==> src/hw/rtl/dspt_pkg.sv <==
// shared constants and types for the divisor sum and perfect number test
package dspt_pkg;

   localparam int NUM_WIDTH = 32;
   localparam int IN_W      = 32;
   localparam int SUM_W     = 35;
   localparam int GEO_W     = NUM_WIDTH + 1;
   localparam int UNIT_W    = (SUM_W > GEO_W) ? SUM_W : GEO_W;
   localparam int D_W       = NUM_WIDTH / 2 + 2;
   localparam int DSQ_W     = NUM_WIDTH + 2;
   localparam int DIV_STEPS = NUM_WIDTH;
   localparam int MUL_STEPS = GEO_W;
   localparam int CNT_W     = $clog2(MUL_STEPS);

   typedef enum logic {
      UOP_DIV = 1'b0,
      UOP_MUL = 1'b1
   } unit_op_type;

   typedef struct packed {
      logic        start;
      unit_op_type op;
   } unit_cmd_type;

   typedef struct packed {
      logic busy;
      logic done;
   } unit_sts_type;

endpackage

==> src/hw/rtl/dspt_iter_unit.sv <==
// shared one-bit-per-cycle divide and multiply unit
module dspt_iter_unit import dspt_pkg::*; (
   input  logic               clock,
   input  logic               reset,
   input  unit_cmd_type       cmd,
   input  logic [UNIT_W-1:0]  opa,
   input  logic [GEO_W-1:0]   opb,
   output unit_sts_type       sts,
   output logic [UNIT_W-1:0]  acc,
   output logic [NUM_WIDTH-1:0] quo
);

   logic              busy_ff, busy_in;
   unit_op_type       op_ff, op_in;
   logic [CNT_W-1:0]  cnt_ff, cnt_in;
   logic [UNIT_W-1:0] acc_ff, acc_in;
   logic [UNIT_W-1:0] a_ff, a_in;
   logic [GEO_W-1:0]  b_ff, b_in;

   logic [CNT_W-1:0]  last;
   logic [UNIT_W-1:0] shifted;
   logic [UNIT_W-1:0] diff;
   logic              fits;

   assign last    = (op_ff == UOP_DIV) ? CNT_W'(DIV_STEPS - 1) : CNT_W'(MUL_STEPS - 1);
   // restoring divide: remainder takes the next dividend bit
   assign shifted = {acc_ff[UNIT_W-2:0], a_ff[NUM_WIDTH-1]};
   assign diff    = shifted - UNIT_W'(b_ff);
   assign fits    = shifted >= UNIT_W'(b_ff);

   always_comb begin
      busy_in = busy_ff;
      op_in   = op_ff;
      cnt_in  = cnt_ff;
      acc_in  = acc_ff;
      a_in    = a_ff;
      b_in    = b_ff;
      if (cmd.start) begin
         busy_in = 1'b1;
         op_in   = cmd.op;
         cnt_in  = '0;
         acc_in  = '0;
         a_in    = opa;
         b_in    = opb;
      end else if (busy_ff) begin
         cnt_in = cnt_ff + CNT_W'(1);
         if (cnt_ff == last) begin
            busy_in = 1'b0;
         end
         if (op_ff == UOP_DIV) begin
            acc_in = fits ? diff : shifted;
            a_in   = {a_ff[UNIT_W-2:0], fits};
         end else begin
            // shift-add multiply, kept modulo 2^UNIT_W
            acc_in = acc_ff + (b_ff[0] ? a_ff : '0);
            a_in   = {a_ff[UNIT_W-2:0], 1'b0};
            b_in   = {1'b0, b_ff[GEO_W-1:1]};
         end
      end
   end

   always_ff @(posedge clock) begin
      if (reset) begin
         busy_ff <= 1'b0;
      end else begin
         busy_ff <= busy_in;
      end
   end

   always_ff @(posedge clock) begin
      op_ff  <= op_in;
      cnt_ff <= cnt_in;
      acc_ff <= acc_in;
      a_ff   <= a_in;
      b_ff   <= b_in;
   end

   assign sts.busy = busy_ff;
   assign sts.done = busy_ff && (cnt_ff == last);
   assign acc      = acc_ff;
   assign quo      = a_ff[NUM_WIDTH-1:0];

endmodule

==> config.mk <==
export PLATFORM = sky130hd
export DESIGN_NAME = dspt_iter_unit
export DESIGN_NICKNAME = d
export VERILOG_FILES = /design/src/hw/rtl/dspt_pkg.sv /design/src/hw/rtl/dspt_iter_unit.sv
export SDC_FILE = /design/constraint.sdc
export NUM_CORES = 1
export LEC_CHECK = 0
export BUFFER_PORTS_ARGS = -buffer_cell sky130_fd_sc_hd__buf_2
export CORE_MARGIN = 5
export CORE_UTILIZATION = 63
export DETAILED_ROUTE_END_ITERATION = 16
export GPL_TIMING_DRIVEN = 0
export PLACE_DENSITY = 0.86
export SLEW_MARGIN = 5
export SYNTH_ARGS = -nofsm -noshare
export SYNTH_HDL_FRONTEND = slang
export SYNTH_SLANG_ARGS = --single-unit
==> constraint.sdc <==
create_clock -name clock -period 6.84 [get_ports clock]
set_input_delay 1.368 -clock clock [delete_from_list [all_inputs] [get_ports clock]]
set_output_delay 1.368 -clock clock [all_outputs]
set_load 0.02 [all_outputs]
==> results of run 1 <==
## state kept, by name, summed over array words and instances (netlist names)
register	flops
busy_ff	1
b_ff	33
a_ff	35
op_ff	1
cnt_ff	6
acc	35
## kinds of logic (layout without fill, tap and decap cells)
kind of cell | after synthesis | count (layout) | share of synthesized area, %
adders and majority gates | 71 | 71 | 9.53
AOI/OAI and AO/OA | 329 | 329 | 23.4
buffers and inverters | 145 | 301 | 8.37
DFF | 111 | 111 | 30.7
and+or+nand+nor | 331 | 331 | 16.9
muxes | 46 | 46 | 5.40
xor gates and xnor gates | 62 | 62 | 5.73
## layer usage
layer / global-route usage [%] / up-vias / part of all wire, %
li1: - / 4275 / -
met1: 42.9 / 4118 / 43
met2: 48.4 / 529 / 43
met3: 5.62 / 92 / 10
met4: 13.3 / 0 / 4.0
met5: 0 / - / 0
## cells in the final DEF, fill, tap and decap left out, types with 5 or more instances in the layout
cell type / n
xor2_1: 26
nand2b_1: 13
buf_4: 38
a32o_1: 6
o22ai_1: 7
o211ai_1: 19
mux2i_1: 5
a211oi_1: 9
a31oi_1: 10
buf_6: 7
clkbuf_16: 9
clkbuf_1: 40
nand3_1: 16
ha_1: 69
a221oi_1: 6
xnor2_1: 36
nand2_1: 110
nor2b_1: 10
a21oi_1: 75
a211o_1: 5
and3_1: 13
o21ai_0: 80
o21bai_1: 10
a21o_1: 33
nand4_1: 16
buf_2: 143
nor3_1: 15
o21a_1: 12
inv_1: 51
and2_1: 36
nor2_1: 73
o31ai_1: 10
dfxtp_1: 42
or2_2: 5
mux2_2: 41
edfxtp_1: 69
## how the worst max path moves through the flow
stage                  from      end  slack [ns]  cells after the start
floorplan           b_ff[0]  acc[30]        3.65                     14
global placement    b_ff[0]  acc[31]        2.81                     13
detailed placement  b_ff[0]  acc[30]        2.87                     14
CTS                 b_ff[0]  acc[30]        2.82                     14
global route        b_ff[0]  acc[31]        2.48                     13
finish              b_ff[0]  acc[31]        2.74                     13
## stage by stage
stage,instances,instance area (µm²)
global placement,1419,10400
floorplan,1095,9480
global route,1435,10700
CTS,1435,10700
finish,1435,10700
detailed placement,1419,10400
## power groups by stage
stage	clock network [µW]	logic (µW)	registers, µW
after global placement	0	940	878
after CTS	502	967	866
after floorplan	0	693	871
after global routing	525	1070	876
after detailed placement	0	955	881
final	503	985	871
## cell type report
| cell class | count | share of cell area [%] |
|---|---|---|
| Multi-Input combinational cell | 839 | 54.1 |
| Inverter | 53 | 1.86 |
| Buffer | 92 | 5.57 |
| Clock inverter | 5 | 0.223 |
| Clock buffer | 11 | 2.18 |
| Tap cell | 184 | 2.16 |
| Sequential cell | 111 | 27.3 |
| Timing Repair Buffer | 140 | 6.57 |
## critical path, stage by stage (launching register included)
cell	delay, ns
edfxtp_1	0.63
clkbuf_1	0.50
nand2_1	0.19
inv_1	0.09
ha_1	0.22
a21oi_1	0.19
o22ai_1	0.14
o21a_1	0.23
o311ai_0	0.52
a31oi_1	0.27
nor4_1	0.34
o21bai_1	0.14
xnor2_1	0.17
a2111oi_2	0.35
==> reports/metrics.cfg, run 1 <==
[place]
hpwl_um = 21800
gp_congestion = 0.956
pre_cts_ws_ns = 2.87
io_buffers = 140

[die]
die_x_um = 133
dieArea_um2 = 17600
pin_count = 141
initial_core_util_pct = 64.7
die_h_um = 133
rows = 44
coreArea_um2 = 14600

[min_path]
worstHoldEndpoint = acc[34]
hold_class = reg -> reg
hold_depth = 2
hold_path.startpoint = acc[34]

[setup_path]
rrSetupSlack_ns = 2.74
start_kind = flip-flop
arrival_ns = 4.36
required_ns = 7.11
crit_path_max_fanout = 10
r2r-start = b_ff[0]
endpoint_kind = flip-flop
r2r_cells = 13
r2r-end = acc[31]
crit_type = reg -> reg

[job]
drv_cap = 0

[synth]
synth.distinct_cells = 79
synth_cells = 1095
avgSynthCellArea_um2 = 8.66
syn_area_um2 = 9480
synth_ff_type = edfxtp_1
synth_top_cell_area_share_pct = 21.9
ys_seq_area_share_pct = 30.7
synth-seq-cells = 111
synth-async-reset-ratio_pct = 0
ys_top_cells_by_count = nand2_1 (110), o21ai_0 (80), a21oi_1 (75)
yosysMostFrequentCell = nand2_1
yosys-top-cells-area = edfxtp_1 (22%), ha_1 (9.1%), dfxtp_1 (8.9%)
yosysWarnings = 0
synth-edff-count = 69
synth_top_area_cell = edfxtp_1
syn_nets = 1238

[global_route]
grt_max_degree = 36
grt_pass1_wl_um = 44400
grt_pass1_vias = 8598
grt.overflow.total = 0
grt_antenna_before_repair = 0
track_usage_pct = 31.2

[clocking]
cts_made_buffers = 9
cts_sinks = 111
cts_setup_buffers = 0
cts_buffer_depth = 2
h-tree-depth = 3
clk-insertion-delay-late_ns = 0.37
ctsResizeCount = 0
cts-root-buf = clkbuf_16
cts_tree = done
path_clk_slew_ns = 0.07
postCtsHoldBufs = 0

[detailed_routing]
wl_um = 28100
wl_per_cell_um = 19.6
drt_first_iter_violations = 1071
routed_via_density = 6.28
drc_errors = 0
first_pass_iters = 6
vias = 9014
ant_nets = 0

[cells_and_area]
area.sequential_um2 = 2910
final_layout_size_suffix_gt1_share_pct = 21.7
final_nets = 1389
syn2layout_area_growth_pct = 12.6
utilization_pct = 72.9
n_fill_cell = 1177
multi_input_area_um2 = 5780
n_antenna_cell = 0

[pwr]
leakagePower_uw = 0.00491
pwr_density_cell_nw_per_um2 = 221
clkPwrFrac_pct = 21.3
seq_power_share_pct = 36.9
combPwrFrac_pct = 41.7
switching_share_pct = 39.2
finalPower_uw = 2360
p_switching_uw = 925
power.internal_uw = 1430
vdd_drop_max_mv = 0.141

[sta]
fmax_mhz = 244
period_needed_ns = 4.10
tightest_slew_ns = 0.848
setup_slack_ns = 2.74
drv_slew = 0
hold_violations = 0
rsz0062_at_grt = false
worst_hold_slack_ns = 0.549
slew_headroom_pct = 43.4
fin_crit_sh_pct = 59.9
setup_viol = 0
fin_skew_ns = 0.00957
tns_ns = 0

[run_status]
status = completed

No activity file was read; power rests on OpenSTA's default activity.
==> run 2: changes to the inputs <==
- CORE_UTILIZATION: 63 -> 53
- PLACE_DENSITY: 0.86 -> 0.77
- clock period: 6.84 -> 3.5 ns (I/O delays scaled with it)
==> run 2 against run 1 <==
  * Utilization decreased by 11 points
  * Final area increased by 3.1%
  * Critical path type unchanged
  * Sequential share of layout area decreased by 0.81 points
  * Critical path depth decreased by 1
  * Setup slack got worse by 2.7 ns
  * Cell count increased by 3.6%
  * First-iteration DRC count decreased by 33%
  * Sequential cell count unchanged
  * Wire length increased by 0.46%
  * Die area increased by 17%
  * Highest routed layer unchanged
  * Maximum frequency increased by 19%
==> reports/metrics.cfg, run 2 (same netlist as run 1, synthesis figures left out) <==
[setup_path]
r2r-end = acc[30]
arrival_ns = 3.73  ; -0.63 ns
crit_path_max_fanout = 7  ; -3
required_ns = 3.78  ; -3.33 ns
start_kind = flip-flop
crit_type = reg -> reg
endpoint_kind = flip-flop
r2r_cells = 12  ; -1
r2r-start = b_ff[0]
rrSetupSlack_ns = 0.04  ; -2.70 ns

[sta]
period_needed_ns = 3.46  ; -0.643 ns
rsz0062_at_grt = true
hold_violations = 0  ; unchanged
drv_slew = 0  ; unchanged
tightest_slew_ns = 0.871  ; +0.0225 ns
fin_skew_ns = 0.00927  ; -0.000300 ns
slew_headroom_pct = 41.9  ; -1.5 points
fin_crit_sh_pct = 98.7  ; +39 points
fmax_mhz = 289  ; +19%
setup_viol = 0  ; unchanged

[detailed_routing]
vias = 8821  ; -2.1%
first_pass_iters = 6  ; unchanged
wl_um = 28200  ; +0.46%
ant_nets = 0  ; unchanged
drt_first_iter_violations = 714  ; -33%
wl_per_cell_um = 19.0  ; -3.0%
routed_via_density = 5.94  ; -5.5%
drc_errors = 0  ; unchanged

[cells_and_area]
syn2layout_area_growth_pct = 16.0
multi_input_area_um2 = 5960  ; +3.1%
n_fill_cell = 1572  ; +34%
utilization_pct = 61.9  ; -11 points
final_nets = 1395  ; +0.43%
n_antenna_cell = 0  ; unchanged
final_common_cell = buf_2
area.sequential_um2 = 2910  ; unchanged
final_layout_size_suffix_gt1_share_pct = 25.2  ; +3.5 points
layout_common_cells = buf_2 (142), nand2_1 (110), o21ai_0 (76)

[min_path]
hold_path.startpoint = cmd[0]
worstHoldEndpoint = op_ff
hold_depth = 1  ; -1
hold_class = in -> reg

[clocking]
cts_tree = done
cts_buffer_depth = 2  ; unchanged
cts-root-buf = clkbuf_16
path_clk_slew_ns = 0.08  ; about the same
cts_made_buffers = 9  ; unchanged
cts_sinks = 111  ; unchanged
clk-insertion-delay-late_ns = 0.36  ; about the same
h-tree-depth = 3  ; unchanged

[global_route]
track_usage_pct = 26.8  ; -4.4 points
grt.overflow.total = 0  ; unchanged
grt_antenna_before_repair = 0  ; unchanged
grt_pass1_vias = 8198  ; -4.7%
grt_pass1_wl_um = 43700  ; -1.6%
grt_max_degree = 36  ; unchanged

[pwr]
pwr_density_cell_nw_per_um2 = 427  ; +93%
vdd_drop_max_mv = 0.295  ; +110%
finalPower_uw = 4690  ; +99%
leakagePower_uw = 0.00497  ; +1.2%

[run_status]
status = completed

[die]
dieArea_um2 = 20700  ; +17%
pin_count = 141  ; unchanged
coreArea_um2 = 17800  ; +21%
die_x_um = 144  ; +8.3%
initial_core_util_pct = 53.3  ; -11 points
die_h_um = 144  ; +8.3%
rows = 49  ; +11%

[place]
gp_congestion = 0.947  ; -0.91%
io_buffers = 140  ; unchanged
hpwl_um = 21800  ; about the same

[job]
drv_cap = 0  ; unchanged

[run 2: changes by cell type in the layout (fill, tap and decap cells not counted), moves of 5 or more]
cell      before  now
buf_4         38   48
clkbuf_1      40   31
ha_1          69   62
a21oi_1       75   70
a21oi_2        0    5
ha_2           0    5
[run 2: worst max-delay path, cell delays in order (launching register included)]
cell and delay, ns:
edfxtp_1 0.50, buf_6 0.19, and2_1 0.16, ha_1 0.35, o211ai_1 0.24, a21oi_2 0.08, o31ai_4 0.29, o21ai_1 0.13
a31o_2 0.25, a211o_1 0.36, a31oi_1 0.20, mux2_2 0.39, a311oi_2 0.23
[run 2: routing by layer]
layer | routed length [µm] | vias up | global-route usage, %
li1 | - | 4288 | -
met1 | 12800 | 4079 | 39.6
met2 | 12200 | 392 | 40.3
met3 | 2250 | 62 | 2.40
met4 | 947 | 0 | 10.8
met5 | 0 | - | 0
[run 2: repair_timing]
item,4_1_cts,5_1_grt
setup buffers,3,8
hold buffers,0,0
pin swaps,0,17
gates resized for setup,13,37
endpoints found under the setup margin,23,34
[run 2: report_power, final]
group	switching [µW]	total, µW	internal, µW
registers	159	1700	1540
clock network	505	1000	498
logic	1160	1990	828
total	1830	4690	2870
[run 2: worst max path at each step]
stage / from / end / cells past startpoint
CTS: b_ff[0] / acc[30] / 12
global route: b_ff[0] / acc[30] / 12
floorplan: b_ff[0] / acc[30] / 14
finish: b_ff[0] / acc[30] / 12
detailed placement: b_ff[0] / acc[31] / 13
global placement: b_ff[0] / acc[31] / 13
[run 2: layout make-up]
type                    instances  share of cell area (%)
repair buffers                151                    7.16
clock inverters                 5                   0.216
plain buffers                  87                    5.35
flip-flops and latches        111                    26.5
clock buffers                  11                    2.21
multi-input cells             839                    54.2
well taps                     229                    2.61
inverters                      53                    1.81
[run 2: through the flow]
step	setup WS, ns	instances	cell area, µm²	setup TNS, ns	hold WS (ns)
2_1_floorplan	0.310	1095	9480	0	0.485
3_3_place_gp	-0.556	1464	10500	-3.69	0.512
3_5_place_dp	-0.531	1464	10500	-3.86	0.522
4_1_cts	0.00241	1483	10800	0	0.517
5_1_grt	-0.0624	1486	11000	-0.0817	0.522
6_report	0.0447	1486	11000	0	0.526
